--- src/hw/rtl/dhka_pkg.sv ---
`default_nettype none
// ----------------------------------------------------------------------------
// dhka_pkg
// Shared widths, types and register indexes for the key agreement block.
// ----------------------------------------------------------------------------
package dhka_pkg;

    localparam int DATA_W    = 32;
    localparam int CFG_IDX_W = 2;

    typedef logic [DATA_W-1:0]    word_t;
    typedef logic [CFG_IDX_W-1:0] cfg_idx_t;

    localparam cfg_idx_t REG_PRIME_MODULUS  = CFG_IDX_W'(0);
    localparam cfg_idx_t REG_GENERATOR_BASE = CFG_IDX_W'(1);

    localparam word_t WORD_ONE       = DATA_W'(1);
    localparam word_t PRIME_RESET    = DATA_W'(23);
    localparam word_t GENERATOR_RESET = DATA_W'(5);

endpackage : dhka_pkg
`default_nettype wire

--- src/hw/rtl/diffie_hellman_key_agreement_top.sv ---
`default_nettype none
// ----------------------------------------------------------------------------
// diffie_hellman_key_agreement_top
// Both public values and both shared keys of a Diffie-Hellman exchange over
// one shared modular multiplier.
// ----------------------------------------------------------------------------
// One item is in work at a time; in_ready is high only while idle. The
// generator is first reduced mod p, then four modular exponentiations run
// in turn by square-and-multiply on the single shift-and-add modular
// multiplier, which works through its second operand bit by bit up to the
// highest set bit. Small exponents finish sooner than large ones. A modulus
// below 2 gives all zeros and keys_match high. The result sits in an output
// register, so a new item can be taken while the previous result waits.
// Configuration must be written only while idle; the block itself does not
// enforce this.
// ----------------------------------------------------------------------------
module diffie_hellman_key_agreement_top
(
    input  wire logic               clk,
    input  wire logic               rst_n,
    input  wire logic               in_valid,
    output logic                    in_ready,
    input  wire dhka_pkg::word_t    first_secret,
    input  wire dhka_pkg::word_t    second_secret,
    output logic                    out_valid,
    input  wire logic               out_ready,
    output dhka_pkg::word_t         first_public,
    output dhka_pkg::word_t         second_public,
    output dhka_pkg::word_t         first_key,
    output dhka_pkg::word_t         second_key,
    output logic                    keys_match,
    input  wire logic               cfg_valid,
    output logic                    cfg_ready,
    input  wire dhka_pkg::cfg_idx_t cfg_index,
    input  wire dhka_pkg::word_t    cfg_data
);

    localparam logic [2:0] S_IDLE   = 3'd0;
    localparam logic [2:0] S_RED    = 3'd1;
    localparam logic [2:0] S_LOAD   = 3'd2;
    localparam logic [2:0] S_STEP   = 3'd3;
    localparam logic [2:0] S_MR     = 3'd4;
    localparam logic [2:0] S_MB     = 3'd5;
    localparam logic [2:0] S_FINISH = 3'd6;

    localparam logic [1:0] POW_PUB1 = 2'd0;
    localparam logic [1:0] POW_PUB2 = 2'd1;
    localparam logic [1:0] POW_KEY1 = 2'd2;
    localparam logic [1:0] POW_KEY2 = 2'd3;

    logic [2:0]      state_reg, state_next;
    logic [1:0]      idx_reg, idx_next;
    logic            out_valid_reg, out_valid_next;
    dhka_pkg::word_t prime_reg, prime_next;
    dhka_pkg::word_t gen_reg, gen_next;

    dhka_pkg::word_t s1_reg, s1_next;
    dhka_pkg::word_t s2_reg, s2_next;
    dhka_pkg::word_t b0_reg, b0_next;
    dhka_pkg::word_t base_reg, base_next;
    dhka_pkg::word_t exp_reg, exp_next;
    dhka_pkg::word_t res_reg, res_next;
    dhka_pkg::word_t pub1_reg, pub1_next;
    dhka_pkg::word_t pub2_reg, pub2_next;
    dhka_pkg::word_t key1_reg, key1_next;
    dhka_pkg::word_t key2_reg, key2_next;
    dhka_pkg::word_t o_pub1_reg, o_pub1_next;
    dhka_pkg::word_t o_pub2_reg, o_pub2_next;
    dhka_pkg::word_t o_key1_reg, o_key1_next;
    dhka_pkg::word_t o_key2_reg, o_key2_next;
    logic            o_match_reg, o_match_next;

    logic            mm_start;
    dhka_pkg::word_t mm_a;
    dhka_pkg::word_t mm_b;
    logic            mm_done;
    dhka_pkg::word_t mm_result;

    dhka_modmul u_modmul
    (
        .clk    (clk),
        .rst_n  (rst_n),
        .start  (mm_start),
        .a      (mm_a),
        .b      (mm_b),
        .m      (prime_reg),
        .done   (mm_done),
        .result (mm_result)
    );

    assign in_ready  = (state_reg == S_IDLE);
    assign cfg_ready = 1'b1;

    always_comb
    begin
        prime_next = prime_reg;
        gen_next   = gen_reg;
        if (cfg_valid)
        begin
            if (cfg_index == dhka_pkg::REG_PRIME_MODULUS)
            begin
                prime_next = cfg_data;
            end
            else if (cfg_index == dhka_pkg::REG_GENERATOR_BASE)
            begin
                gen_next = cfg_data;
            end
        end
    end

    always_comb
    begin
        state_next     = state_reg;
        idx_next       = idx_reg;
        out_valid_next = out_valid_reg && !out_ready;
        s1_next        = s1_reg;
        s2_next        = s2_reg;
        b0_next        = b0_reg;
        base_next      = base_reg;
        exp_next       = exp_reg;
        res_next       = res_reg;
        pub1_next      = pub1_reg;
        pub2_next      = pub2_reg;
        key1_next      = key1_reg;
        key2_next      = key2_reg;
        o_pub1_next    = o_pub1_reg;
        o_pub2_next    = o_pub2_reg;
        o_key1_next    = o_key1_reg;
        o_key2_next    = o_key2_reg;
        o_match_next   = o_match_reg;
        mm_start       = 1'b0;
        mm_a           = base_reg;
        mm_b           = base_reg;

        unique case (state_reg)
            S_IDLE:
            begin
                if (in_valid)
                begin
                    s1_next = first_secret;
                    s2_next = second_secret;
                    if (prime_reg < dhka_pkg::DATA_W'(2))
                    begin
                        pub1_next  = '0;
                        pub2_next  = '0;
                        key1_next  = '0;
                        key2_next  = '0;
                        state_next = S_FINISH;
                    end
                    else
                    begin
                        // generator mod p as 1 * generator
                        mm_start   = 1'b1;
                        mm_a       = dhka_pkg::WORD_ONE;
                        mm_b       = gen_reg;
                        state_next = S_RED;
                    end
                end
            end
            S_RED:
            begin
                if (mm_done)
                begin
                    b0_next    = mm_result;
                    idx_next   = POW_PUB1;
                    state_next = S_LOAD;
                end
            end
            S_LOAD:
            begin
                res_next = dhka_pkg::WORD_ONE;
                unique case (idx_reg)
                    POW_PUB1:
                    begin
                        base_next = b0_reg;
                        exp_next  = s1_reg;
                    end
                    POW_PUB2:
                    begin
                        base_next = b0_reg;
                        exp_next  = s2_reg;
                    end
                    POW_KEY1:
                    begin
                        base_next = pub2_reg;
                        exp_next  = s1_reg;
                    end
                    default:
                    begin
                        base_next = pub1_reg;
                        exp_next  = s2_reg;
                    end
                endcase
                state_next = S_STEP;
            end
            S_STEP:
            begin
                if (exp_reg == '0)
                begin
                    unique case (idx_reg)
                        POW_PUB1: pub1_next = res_reg;
                        POW_PUB2: pub2_next = res_reg;
                        POW_KEY1: key1_next = res_reg;
                        default:  key2_next = res_reg;
                    endcase
                    if (idx_reg == POW_KEY2)
                    begin
                        state_next = S_FINISH;
                    end
                    else
                    begin
                        idx_next   = idx_reg + 2'd1;
                        state_next = S_LOAD;
                    end
                end
                else if (exp_reg[0])
                begin
                    mm_start   = 1'b1;
                    mm_a       = res_reg;
                    state_next = S_MR;
                end
                else
                begin
                    mm_start   = 1'b1;
                    state_next = S_MB;
                end
            end
            S_MR:
            begin
                if (mm_done)
                begin
                    res_next = mm_result;
                    // last exponent bit: squaring not needed
                    if (exp_reg[dhka_pkg::DATA_W-1:1] == '0)
                    begin
                        exp_next   = '0;
                        state_next = S_STEP;
                    end
                    else
                    begin
                        mm_start   = 1'b1;
                        state_next = S_MB;
                    end
                end
            end
            S_MB:
            begin
                if (mm_done)
                begin
                    base_next  = mm_result;
                    exp_next   = exp_reg >> 1;
                    state_next = S_STEP;
                end
            end
            S_FINISH:
            begin
                if (!out_valid_reg || out_ready)
                begin
                    o_pub1_next    = pub1_reg;
                    o_pub2_next    = pub2_reg;
                    o_key1_next    = key1_reg;
                    o_key2_next    = key2_reg;
                    o_match_next   = (key1_reg == key2_reg);
                    out_valid_next = 1'b1;
                    state_next     = S_IDLE;
                end
            end
            default:
            begin
                state_next = S_IDLE;
            end
        endcase
    end

    always_ff @(posedge clk or negedge rst_n)
    begin
        if (!rst_n)
        begin
            state_reg     <= S_IDLE;
            idx_reg       <= POW_PUB1;
            out_valid_reg <= 1'b0;
            prime_reg     <= dhka_pkg::PRIME_RESET;
            gen_reg       <= dhka_pkg::GENERATOR_RESET;
        end
        else
        begin
            state_reg     <= state_next;
            idx_reg       <= idx_next;
            out_valid_reg <= out_valid_next;
            prime_reg     <= prime_next;
            gen_reg       <= gen_next;
        end
    end

    always_ff @(posedge clk)
    begin
        s1_reg      <= s1_next;
        s2_reg      <= s2_next;
        b0_reg      <= b0_next;
        base_reg    <= base_next;
        exp_reg     <= exp_next;
        res_reg     <= res_next;
        pub1_reg    <= pub1_next;
        pub2_reg    <= pub2_next;
        key1_reg    <= key1_next;
        key2_reg    <= key2_next;
        o_pub1_reg  <= o_pub1_next;
        o_pub2_reg  <= o_pub2_next;
        o_key1_reg  <= o_key1_next;
        o_key2_reg  <= o_key2_next;
        o_match_reg <= o_match_next;
    end

    assign out_valid     = out_valid_reg;
    assign first_public  = o_pub1_reg;
    assign second_public = o_pub2_reg;
    assign first_key     = o_key1_reg;
    assign second_key    = o_key2_reg;
    assign keys_match    = o_match_reg;

`ifndef NO_ASSERTIONS
    a_done_in_wait: assert property (@(posedge clk) disable iff (!rst_n)
        mm_done |-> (state_reg == S_RED || state_reg == S_MR || state_reg == S_MB))
        else $error("multiplier done outside a wait state");

    a_match_consistent: assert property (@(posedge clk) disable iff (!rst_n)
        out_valid_reg |-> (o_match_reg == (o_key1_reg == o_key2_reg)))
        else $error("keys_match disagrees with keys");
`endif

endmodule : diffie_hellman_key_agreement_top
`default_nettype wire

--- src/hw/rtl/dhka_modmul.sv ---
`default_nettype none
// ----------------------------------------------------------------------------
// dhka_modmul
// Shift-and-add modular multiplier: result = (a * b) mod m, one multiplier
// bit per cycle, LSB first, stopping once the remaining multiplier is zero.
// Requires a < m and m >= 2; b may take any value.
// ----------------------------------------------------------------------------
module dhka_modmul
(
    input  wire logic           clk,
    input  wire logic           rst_n,
    input  wire logic           start,
    input  wire dhka_pkg::word_t a,
    input  wire dhka_pkg::word_t b,
    input  wire dhka_pkg::word_t m,
    output logic                done,
    output dhka_pkg::word_t     result
);

    logic            busy_reg, busy_next;
    logic            done_reg, done_next;
    dhka_pkg::word_t a_reg, a_next;
    dhka_pkg::word_t b_reg, b_next;
    dhka_pkg::word_t acc_reg, acc_next;

    // (x + y) mod m for x, y < m
    function automatic dhka_pkg::word_t add_mod(
        input dhka_pkg::word_t x,
        input dhka_pkg::word_t y,
        input dhka_pkg::word_t md
    );
        logic [dhka_pkg::DATA_W:0] s;
        s = {1'b0, x} + {1'b0, y};
        if (s >= {1'b0, md})
        begin
            s = s - {1'b0, md};
        end
        return s[dhka_pkg::DATA_W-1:0];
    endfunction

    always_comb
    begin
        busy_next = busy_reg;
        done_next = 1'b0;
        a_next    = a_reg;
        b_next    = b_reg;
        acc_next  = acc_reg;
        if (busy_reg)
        begin
            if (b_reg == '0)
            begin
                busy_next = 1'b0;
                done_next = 1'b1;
            end
            else
            begin
                if (b_reg[0])
                begin
                    acc_next = add_mod(acc_reg, a_reg, m);
                end
                a_next = add_mod(a_reg, a_reg, m);
                b_next = b_reg >> 1;
            end
        end
        else if (start)
        begin
            busy_next = 1'b1;
            a_next    = a;
            b_next    = b;
            acc_next  = '0;
        end
    end

    always_ff @(posedge clk or negedge rst_n)
    begin
        if (!rst_n)
        begin
            busy_reg <= 1'b0;
            done_reg <= 1'b0;
        end
        else
        begin
            busy_reg <= busy_next;
            done_reg <= done_next;
        end
    end

    always_ff @(posedge clk)
    begin
        a_reg   <= a_next;
        b_reg   <= b_next;
        acc_reg <= acc_next;
    end

    assign done   = done_reg;
    assign result = acc_reg;

`ifndef NO_ASSERTIONS
    a_acc_reduced: assert property (@(posedge clk) disable iff (!rst_n)
        busy_reg |-> (acc_reg < m))
        else $error("modmul accumulator not reduced");

    a_addend_reduced: assert property (@(posedge clk) disable iff (!rst_n)
        busy_reg |-> (a_reg < m))
        else $error("modmul addend not reduced");

    a_done_idle: assert property (@(posedge clk) disable iff (!rst_n)
        done_reg |-> (!busy_reg && !$past(done_reg)))
        else $error("modmul done while busy or held");
`endif

endmodule : dhka_modmul
`default_nettype wire
--- config.mk ---
export PLATFORM = sky130hd
export DESIGN_NAME = diffie_hellman_key_agreement_top
export DESIGN_NICKNAME = d
export VERILOG_FILES = /design/src/hw/rtl/dhka_pkg.sv /design/src/hw/rtl/diffie_hellman_key_agreement_top.sv /design/src/hw/rtl/dhka_modmul.sv
export SDC_FILE = /design/constraint.sdc
export NUM_CORES = 1
export LEC_CHECK = 0
export ABC_AREA = 0
export BUFFER_PORTS_ARGS = -buffer_cell sky130_fd_sc_hd__clkbuf_2
export CORE_UTILIZATION = 43
export DETAILED_ROUTE_END_ITERATION = 12
export HOLD_SLACK_MARGIN = 0.06
export SYNTH_ARGS = -nofsm -noshare
export SYNTH_HDL_FRONTEND = slang
export SYNTH_SLANG_ARGS = --single-unit
--- constraint.sdc ---
create_clock -name clk -period 32.7 [get_ports clk]
set_clock_uncertainty 0.15 [all_clocks]
set_input_delay 3.27 -clock clk [delete_from_list [all_inputs] [get_ports clk]]
set_output_delay 3.27 -clock clk [all_outputs]
set_load 0.02 [all_outputs]
* After elaboration in Yosys (flattened, before gate mapping)
Cells that the tools add are included.
Storage, ports and cells: register bits after elaboration 617, input port bits 103, output and inout port bits 132, word-level logic and storage cells 166
Operators by class: $add $sub $neg 5, magnitude comparators 3, equal/unequal tests 26, muxes and demuxes 71, bitwise operators 1, reductions and logical operators 35
Operators with widths (number):
- 32-bit two-way mux | 34
- 32-bit case mux with 2 select lines | 8
- 32-bit case mux with 3 select lines | 1
- 32-bit by 32-bit adder with 33-bit output | 2
- 33-bit by 32-bit greater-or-equal comparator with 1-bit output | 2
- 32-bit logical NOT | 2
- 32-bit subtractor | 2
- 32-bit equality test | 1
- 32-bit by 2-bit < comparator with 1-bit output, second input constant | 1
- 31-bit logical NOT | 1
- 3-bit two-way mux | 9
- 5-bit AND reduction | 5
- 3-bit case mux with 7 select lines | 1
- 2-bit inequality test, second input constant | 8
- 2-bit by 1-bit inequality test with 1-bit output, second input constant | 7
- 2-bit AND reduction | 7
- 1-bit two-way mux | 13
- 2-bit nonzero test | 5
- 3-bit equality test, second input constant | 3
- 4-bit AND reduction | 2
- 3-bit by 2-bit equality test with 1-bit output, second input constant | 2
- 2-bit two-way mux | 3
- 3-bit AND reduction | 2
- 2-bit by 1-bit equality test with 1-bit output, second input constant | 2
- 14 further kinds | 18

* Logic depth before layout (Yosys ltp)
Gate-level depths: netlist of the first run.
depth in word-level cells 6, depth in mapped cells 22, gate-level depth less buffers 19

* Cells and area by module
Synthesis of the first run repeated with hierarchy kept, for this count alone.
Second synthesis, totals: cell total of the unflattened synthesis 2320, area, all modules 29615.9 um^2
By module, submodules not included:
- diffie_hellman_key_agreement_top | instances 1, cells each 1245, area each 20065.5 um^2, sequential area each 15242.1 um^2
- dhka_modmul | instances 1, cells each 1075, area each 9550.4 um^2, sequential area each 2932.8 um^2

* Worst setup path after synthesis of the first run
No wires, ideal clock.
kind input -> register, start point input out_ready, end point register o_key1_reg[0], in the netlist first_key[0] (enable), setup time 0.775 ns, data arrival time 12.027 ns, slack 19.748 ns, stages 2, buffers on the path 0, cell sequence nor2b_1 -> nor3_1
On the way: cells in the longest elaborated chain, start to end 2
RTL lines:
- start, declared | line diffie_hellman_key_agreement_top.sv:26 | input wire logic out_ready,
- 1-bit logical OR | line diffie_hellman_key_agreement_top.sv:257 | if (!out_valid_reg || out_ready)
- 2-bit AND reduction (no source line)
- end signal, assigned | line diffie_hellman_key_agreement_top.sv:309 | o_key1_reg <= o_key1_next;
- end, declared | line diffie_hellman_key_agreement_top.sv:69 | dhka_pkg::word_t o_key1_reg, o_key1_next;
Every way passes these cells. A chain may end at the register's enable or synchronous reset.

* Worst setup path in the final report of the first run
start point register u_modmul.acc_reg[0], in the netlist u_modmul.result[0], end point register u_modmul.acc_reg[7], in the netlist u_modmul.result[7], data pin
On the way: cells in the longest elaborated chain, start to end 6, elaborated cells on any way between the ends 7, those cells by class add/sub: 2; order compare: 1; mux: 4
RTL lines:
- start, declared | line dhka_modmul.sv:24 | dhka_pkg::word_t acc_reg, acc_next;
- start signal, assigned | line dhka_modmul.sv:92 | acc_reg <= acc_next;
- 32-bit by 32-bit adder with 33-bit output * | line dhka_modmul.sv:33 | s = {1'b0, x} + {1'b0, y};
- 32-bit subtractor / 33-bit by 32-bit greater-or-equal comparator with 1-bit output (equally long branches) | line dhka_modmul.sv:36, dhka_modmul.sv:34
- 32-bit two-way mux * | line dhka_modmul.sv:34 | if (s >= {1'b0, md})
- 32-bit two-way mux * | line dhka_modmul.sv:57 | if (b_reg[0])
- 32-bit two-way mux * | line dhka_modmul.sv:50 | if (b_reg == '0)
- 32-bit two-way mux * | line dhka_modmul.sv:48 | if (busy_reg)
Every way passes the cells marked *; elsewhere a longest branch is shown, timed or not. The select of a mux whose other input is x is not followed.

==> results_dict.tcl, run 1 <==
set metrics [dict create \
    grt_pass1_wl_mm 121 \
    status "complete, no violations" \
    ant_nets 0 \
    area_growth_pct 14.8 \
    worst_slew_pin_slew_ns 1.15 \
    drc 0 \
    synth_flop_cell "edfxtp_1" \
    dpl.hpwl_mm 59.4 \
    grt_max_degree 97 \
    vdd_drop_max_mv 0.0761 \
    setup_violations 0 \
    critPathTopFamily "compound AO/OA/AOI/OAI gates" \
    netlist_instances 2366 \
    min_from "pub1_reg[20]" \
    timing.final.ws_setup_ns 26.61 \
    path_buf_inv 1 \
    synth_edf_count 545 \
    avgSynthCellArea_um2 12.4 \
    utilization 0.500 \
    synth_seq_area_share 0.620 \
    cts.sinks 617 \
    synthesis.nets 2572 \
    synthTopCellsByCount "edfxtp_1 (545), o21ai_0 (187), nand2_1 (182)" \
    slowest_delay_ns 0.45 \
    placed_area_um2 31400 \
    synth.top_cell.area_share 0.558 \
    yosys-top-cells-area "edfxtp_1 (56%), dfrtp_1 (5.6%), ha_1 (4.3%), mux2i_1 (3.4%), o21ai_0 (3.2%)" \
    yosysMostFrequentCell "edfxtp_1" \
    yosys_warnings 0 \
    ys_ff_latch 617 \
    finish.instance_area_um2 33700 \
    hold_viol 0 \
    hold_ws_ns 0.300 \
    grt_pass1_vias 19300 \
    crit_path_end_kind "flop" \
    min_period_ns 6.09 \
    synth.cell_area_um2 29300 \
    leakage_uw 0.0122 \
    yosysUniqueCellTypes 85 \
    max_freq_mhz 164 \
    cts_buffers 67 \
    drt_pre_antenna_iters 5 \
    crit_slowest_cell "edfxtp_1" \
    row_count 95 \
    final_nets 2784 \
    p_per_area_nw_per_um2 117 \
    ios 235 \
    root_buffer "clkbuf_16" \
    die_width_um 263 \
    reg2reg_from "u_modmul.result[0]" \
    drt_iter0_drc 2133 \
    viasPerCell 5.71 \
    timing_worst_setup_path_type "reg2reg" \
    post-route-period-util 0.186 \
    grt_usage 0.229 \
    rsz0062_at_grt "false" \
    die_h_um 263 \
    initial_utilization 0.436 \
    hp-class "reg2reg" \
    drive_gt1_frac 0.166 \
    async_reset_ff_frac 0.117 \
    cp.arrival_ns 6.28 \
    gp_congestion 0.942 \
    path_common_cell "a211oi_1" \
    clk_latency_ns 0.61 \
    drv_cap 0 \
    htree_num_levels 3 \
    ctsResizeCount 0 \
    port_buffers 233 \
    place_ws_ns 26.54 \
    die_area_um2 69300 \
    path_clk_slew_ns 0.06 \
    worstPathRequired_ns 32.89 \
    cts_tree "done" \
    clockBufferDepth 3 \
    final_max_slew_viol_count 0 \
    critPathMaxFanout 35 \
    grt-ovfl-total 0 \
    vias 20000 \
    yosys.area.top_type "edfxtp_1" \
    antenna_found_initial 1 \
    path_cells "ha_1 > fa_1 > a211oi_1 > o21ai_1 > a31oi_1 > o22ai_2 > a21oi_1 > o21ai_0 > xnor2_1 > ha_1 > nand4_1 > or3_1 > nor4_1 > a211oi_1 > o21ai_0 > a211oi_1 > nand3_1 > buf_4 > mux2i_1 > nor2_1" \
    cp-startpoint "u_modmul.result[0]" \
    cts_hold_buf 0 \
    wirelength_mm 80.0 \
    wl_per_cell_um 22.8 \
    startpoint_type "flop" \
    coreArea_um2 67300 \
    setup-tns-final_ns 0 \
    slew_headroom 0.231 \
    cts_setup_buffers 0 \
]
## metal layers
layer  GRT usage  share of wire  vias up
li1            -              -     9381
met4      0.0578          0.017        0
met1       0.347           0.47     9785
met5           0              0        -
met3      0.0283          0.069       87
met2       0.348           0.44      756
## worst paths after layout
path / cells past startpoint / end / slack (ns)
min in group asynchronous: 1 / gen_reg[10] / 2.34
worst min-delay path: 0 / first_public[20] / 0.30
worst max-delay path: 20 / u_modmul.result[7] / 26.61
worst max register to register: 20 / u_modmul.result[7] / 26.61
worst min register to register: 0 / first_public[20] / 0.30
max in group asynchronous: 2 / gen_reg[30] / 28.87
## layout make-up
| cell class | instances | area [um^2] |
|---|---|---|
| Antenna cell | 1 | 2.50 |
| Clock buffer | 87 | 1790 |
| Inverter | 71 | 267 |
| Fill cell | 5875 | 33600 |
| Timing Repair Buffer | 262 | 1390 |
| Tap cell | 873 | 1090 |
| Sequential cell | 617 | 18200 |
| Clock inverter | 33 | 460 |
| Multi-Input combinational cell | 1559 | 10500 |
## logic make-up (layout without fill, tap and decap cells)
group           after synthesis  in the layout  share of synthesized area
compound gates              604            604                      0.126
other cells                   1              2                   0.000128
xor+xnor                    110            110                     0.0328
simple gates                608            608                      0.103
flops                       617            617                      0.620
fa+ha+maj                   103            103                     0.0447
buf+inv                     190            453                     0.0267
mux                         133            133                     0.0468
## layout by cell type (no fill, tap or decap), types with 48 or more instances in the layout
cell type    n
xor2_1      58
a211oi_1    48
ha_1        99
nand2_1    182
nand3_1     70
dfrtp_1     65
clkbuf_16   68
o21ai_0    184
xnor2_1     52
mux2i_1    101
edfxtp_1   545
inv_1       68
a21oi_1    168
clkbuf_2   232
nor2_1      94
and3_1      77
## power breakdown
| group | total (uW) | internal (uW) | switching [uW] |
|---|---|---|---|
| combinational | 2060 | 861 | 1200 |
| sequential | 1100 | 1010 | 88.0 |
| clock | 785 | 469 | 316 |
## metrics by stage
step,total power (uW),cells
finish,3940,3503
global route,4190,3503
CTS,3920,3502
detailed placement,3120,3382
global placement,3090,3382
floorplan,2670,2366
(Power assumes the default switching activity.)
==> inputs of run 2 (changes only) <==
- ABC_AREA: 0 -> 1
- clock period: 32.7 -> 5 ns (I/O delays scaled with it)
==> run 2 against run 1 <==
- worst hold slack worse by 0.21 ns
- non-clock buffer count up 99
- sequential share of layout area down 5.9 points
- first-iteration DRC count up 38%
- maximum frequency up 33%
- highest routed layer unchanged
- clock-buffer cell count down 1
- sequential cell count unchanged
- wire length up 33%
- final area up 12%
- global-route usage up 4.5 points
- via count up 30%
- critical endpoint is now u_modmul.result[9]
- critical path depth up 2
==> results_dict.tcl, run 2 <==
set metrics [dict create \
    yosysUniqueCellTypes 53 \
    crit_slowest_cell "edfxtp_1" \
    port_buffers 233 \
    slowest_delay_ns 0.50 \
    gp_congestion 0.969 \
    cp.arrival_ns 4.80 \
    drt_pre_antenna_iters 7 \
    synthTopCellsByCount "nand2_1 (983), edfxtp_1 (545), inv_1 (517)" \
    ios 235 \
    hold_ws_ns 0.0862 \
    status "complete, no violations" \
    wirelength_mm 106 \
    antenna_found_initial 5 \
    synth.cell_area_um2 32400 \
    clockBufferDepth 3 \
    path_depth 22 \
    worstPathRequired_ns 5.21 \
    final_nets 4103 \
    die_h_um 277 \
    cts_tree "done" \
    slew_headroom 0.207 \
    initial_utilization 0.435 \
    setup-tns-final_ns 0 \
    die_width_um 277 \
    path_cells "ha_1 > nand2_1 > nor2_1 > and3_1 > nand2_1 > nand2_1 > xor2_1 > inv_1 > ha_1 > nand2_1 > inv_2 > nand2_1 > nor2_2 > nand2_1 > nor2_2 > nor2_2 > nand3_4 > nor2_8 > buf_12 > nand2_1 > nand2_1 > nor2_1" \
    hold_viol 0 \
    critPathTopFamily "simple AND/OR/NAND/NOR gates" \
    post-route-period-util 0.917 \
    netlist_instances 3573 \
    critPathMaxFanout 25 \
    yosys-top-cells-area "edfxtp_1 (51%), nand2_1 (11%), inv_1 (6.0%), dfrtp_1 (5.1%), nor2_1 (4.1%)" \
    synth_seq_area_share 0.561 \
    synthesis.nets 3779 \
    path_buf_inv 3 \
    drive_gt1_frac 0.123 \
    timing_worst_setup_path_type "reg2reg" \
    worst_slew_pin_slew_ns 1.19 \
    reg2regPathDepth 22 \
    cts_buffers 68 \
    final_common_cell "nand2_1" \
    synth_edf_count 545 \
    coreArea_um2 74400 \
    root_buffer "clkbuf_16" \
    grt_pass1_vias 24300 \
    dpl.hpwl_mm 79.8 \
    path_common_cell "nand2_1" \
    yosys.area.top_type "edfxtp_1" \
    async_reset_ff_frac 0.117 \
    crit_path_end_kind "flop" \
    drt_iter0_drc 2939 \
    final_cell_mix "nand2_1 (980), edfxtp_1 (545), inv_1 (517)" \
    timing.final.ws_setup_ns 0.417 \
    area_growth_pct 16.6 \
    max_freq_mhz 218 \
    place_ws_ns 0.552 \
    grt_pass1_wl_mm 156 \
    yosysMostFrequentCell "nand2_1" \
    path_clk_slew_ns 0.07 \
    grt_usage 0.274 \
    ys_ff_latch 617 \
    drc 0 \
    cts.sinks 617 \
    vias 26000 \
    min_period_ns 4.58 \
    drv_cap 0 \
    row_count 100 \
    ant_nets 0 \
    clk_latency_ns 0.62 \
    avgSynthCellArea_um2 9.07 \
    synth_flop_cell "edfxtp_1" \
    grt-ovfl-total 0 \
    hp-class "in2reg" \
    setup_violations 0 \
    rsz0062_at_grt "false" \
    htree_num_levels 3 \
    holdPathStages 3 \
    final_max_slew_viol_count 0 \
    yosys_warnings 0 \
    synth.top_cell.area_share 0.505 \
    grt_max_degree 92 \
    viasPerCell 5.28 \
    wl_per_cell_um 21.5 \
    startpoint_type "flop" \
    die_area_um2 76500 \
]
-- run 2: area by class of cell --
| cell class | count | area [um^2] |
|---|---|---|
| diodes | 3 | 7.51 |
| clock buffers | 86 | 1800 |
| clock inverters | 39 | 385 |
| fillers | 6881 | 36700 |
| inverters | 541 | 2030 |
| multi-input cells | 2308 | 11800 |
| flip-flops and latches | 617 | 18200 |
| well taps | 969 | 1210 |
| repair buffers | 361 | 2410 |
-- run 2: tightest hold or removal path: cells and delay by family --
| family | cells | cell delay, ns |
|---|---|---|
| AO/OA/AOI/OAI | 1 | 0.10 |
| buffers and inverters | 2 | 0.19 |
-- run 2: layer usage --
metal	part of all wire	global-route usage	routed length [um]	up-vias
li1	-	-	-	12400
met1	0.45	0.399	47800	12400
met2	0.45	0.423	47300	1076
met3	0.075	0.0401	7950	135
met4	0.028	0.0842	2940	0
met5	0	0	0	-
-- run 2: kinds of logic after synthesis --
| group | Yosys count | synth area share |
|---|---|---|
| other | 1 | 0.000116 |
| buffers and inverters | 648 | 0.0792 |
| and+or+nand+nor | 1646 | 0.214 |
| adders and majority gates | 103 | 0.0405 |
| DFF | 617 | 0.561 |
| AOI/OAI and AO/OA | 489 | 0.0865 |
| xor gates and xnor gates | 69 | 0.0186 |
-- run 2: worst paths after layout --
| path | from | to | slack [ns] |
|---|---|---|---|
| max | u_modmul.result[13] | u_modmul.result[9] | 0.42 |
| min | cfg_data[17] | gen_reg[17] | 0.09 |
| max reg2reg | u_modmul.result[13] | u_modmul.result[9] | 0.42 |
| min reg2reg | key1_reg[19] | first_key[19] | 0.30 |
| max in group asynchronous | rst_n | u_modmul.busy_reg | 3.50 |
| min in group asynchronous | rst_n | prime_reg[23] | 0.46 |
-- run 2: per-stage QoR --
stage,util,cells,instance area (um^2)
6_report,0.507,4924,37800
5_1_grt,0.507,4924,37800
4_1_cts,0.507,4921,37800
3_5_place_dp,0.465,4699,34600
3_3_place_gp,0.465,4699,34600
2_1_floorplan,-,3573,32400
-- run 2: timing repair --
action                    4_1_cts  5_1_grt
hold buffers                   97        0
gates resized for setup         0        0
setup buffers                   0        0
hold endpoints to repair      191        0
Power of run 2 is left out: the tool's default activity adds up to more than one toggle a clock period on the data nets, which glitch-free logic cannot reach.
==> inputs of run 3 (changes only) <==
- ABC_AREA: 1 -> default
==> run 3 against run 2 <==
- first-iteration DRC count down 34%
- worst setup slack worse by 0.41 ns
- register-to-register slack worse by 0.41 ns
- clock-buffer cell count down 2
- critical path type unchanged
- die area down 9.4%
==> results_dict.tcl, run 3 (synthesis gave the netlist of run 1 again) <==
set metrics [dict create \
    wl_per_cell_um 21.9 \
    clockBufferDepth 3 \
    p_seq_frac 0.238 \
    final_common_cell "edfxtp_1" \
    final_cell_mix "edfxtp_1 (545), clkbuf_2 (232), buf_4 (186)" \
    setup-tns-final_ns 0 \
    swShare 0.395 \
    antenna_found_initial 2 \
    drt_iter0_drc 1941 \
    ios 235 \
    dpl.hpwl_mm 59.8 \
    timing_worst_setup_path_type "reg2reg" \
    finish.instance_area_um2 36300 \
    max_freq_mhz 200 \
    drt_pre_antenna_iters 5 \
    vdd_drop_max_mv 0.572 \
    grt_pass1_vias 20400 \
    grt_max_degree 91 \
    hp-class "in2reg" \
    slew_headroom 0.265 \
    final_nets 3047 \
    grt_pass1_wl_mm 124 \
    hold_ws_ns 0.0831 \
    place_ws_ns -0.338 \
    drc 0 \
    die_width_um 263 \
    min_period_ns 4.99 \
    area_growth_pct 23.7 \
    placed_area_um2 32400 \
    ant_nets 0 \
    post-route-period-util 0.998 \
    cts_buffers 67 \
    initial_utilization 0.436 \
    gp_congestion 0.930 \
    htree_num_levels 3 \
    p_per_area_nw_per_um2 816 \
    viasPerCell 5.61 \
    setup_violations 0 \
    path_clk_slew_ns 0.06 \
    root_buffer "clkbuf_16" \
    p_comb_frac 0.591 \
    cp.arrival_ns 5.17 \
    drive_gt1_frac 0.226 \
    port_buffers 233 \
    timing.final.ws_setup_ns 0.0118 \
    hold_viol 0 \
    clk_latency_ns 0.60 \
    rsz0062_at_grt "true" \
    path_cells "buf_6 > fa_2 > a211oi_4 > o21ai_2 > a31oi_2 > buf_4 > o22ai_4 > a21bo_2 > or4_1 > nand4_1 > ha_1 > nand4_1 > or3_4 > nor4_4 > a211oi_2 > o21ai_1 > a211oi_2 > nand3_4 > buf_6 > buf_12 > mux2i_1 > nor2_1" \
    die_area_um2 69300 \
    clkPwrFrac 0.171 \
    power.internal_uw 17900 \
    crit_path_end_kind "flop" \
    leakage_uw 0.0135 \
    final_max_slew_viol_count 0 \
    wirelength_mm 82.5 \
    die_h_um 263 \
    drv_cap 0 \
    p_switching_uw 11700 \
    status "complete, no violations" \
    crit_slowest_cell "edfxtp_1" \
    utilization 0.540 \
    startpoint_type "flop" \
    row_count 95 \
    critPathMaxFanout 9 \
    cts.sinks 617 \
    grt-ovfl-total 0 \
    coreArea_um2 67300 \
    vias 21100 \
    cts_tree "done" \
    worst_slew_pin_slew_ns 1.10 \
    grt_usage 0.236 \
    slowest_delay_ns 0.43 \
    worstPathRequired_ns 5.18 \
]
==> run 3: final timing paths <==
check	startpoint	to	slack, ns	cells past startpoint
max in group asynchronous	rst_n	gen_reg[0]	3.41	3
setup / recovery	u_modmul.a_reg[1]	u_modmul.result[7]	0.01	22
min in group asynchronous	rst_n	gen_reg[5]	0.39	2
hold reg to reg	pub2_reg[10]	second_public[10]	0.30	0
hold / removal	cfg_data[18]	prime_reg[18]	0.08	3
setup reg to reg	u_modmul.a_reg[1]	u_modmul.result[7]	0.01	22
==> run 3: final cells by class <==
type	instances	area (um^2)
clock inverters	37	447
diodes	1	2.50
clock buffers	84	1790
repair buffers	525	3700
fillers	5636	31000
inverters	71	267
well taps	873	1090
flip-flops and latches	617	18200
multi-input cells	1559	10800
==> run 3: through the flow <==
stage	power, uW	instances
after floorplan	17500	2366
after global placement	22200	3512
after detailed placement	22400	3512
after CTS	28300	3743
after global routing	31600	3767
final	29600	3767
==> run 3: layer usage <==
layer | vias to the layer above | track usage | part of all wire
met4 | 0 | 0.0692 | 0.025
met3 | 111 | 0.0276 | 0.067
met1 | 10300 | 0.354 | 0.46
li1 | 9898 | - | -
met5 | - | 0 | 0
met2 | 798 | 0.359 | 0.45
==> run 3: repair_timing <==
action | in CTS | in global routing
buffers inserted | 12 | 22
pin swaps | 15 | 48
hold buffers | 96 | 0
endpoints found under the hold margin | 165 | 0
gates cloned | 2 | 2
endpoints found under the setup margin | 32 | 32
gates resized for setup | 22 | 55
==> run 3: power groups by stage <==
stage | registers, uW | clock network (uW) | logic (uW)
global placement | 7100 | 0 | 15100
finish | 7040 | 5060 | 17500
floorplan | 6900 | 0 | 10600
CTS | 7010 | 5150 | 16200
global route | 7070 | 5360 | 19100
detailed placement | 7110 | 0 | 15300
==> run 3: critical path: cells and delay by family (launching register included) <==
family          cells  cell delay (ns)
simple gates        7             1.51
mux                 1             0.19
compound gates      8             1.28
fa+ha+maj           2             0.58
flops               1             0.43
buf+inv             4             0.55
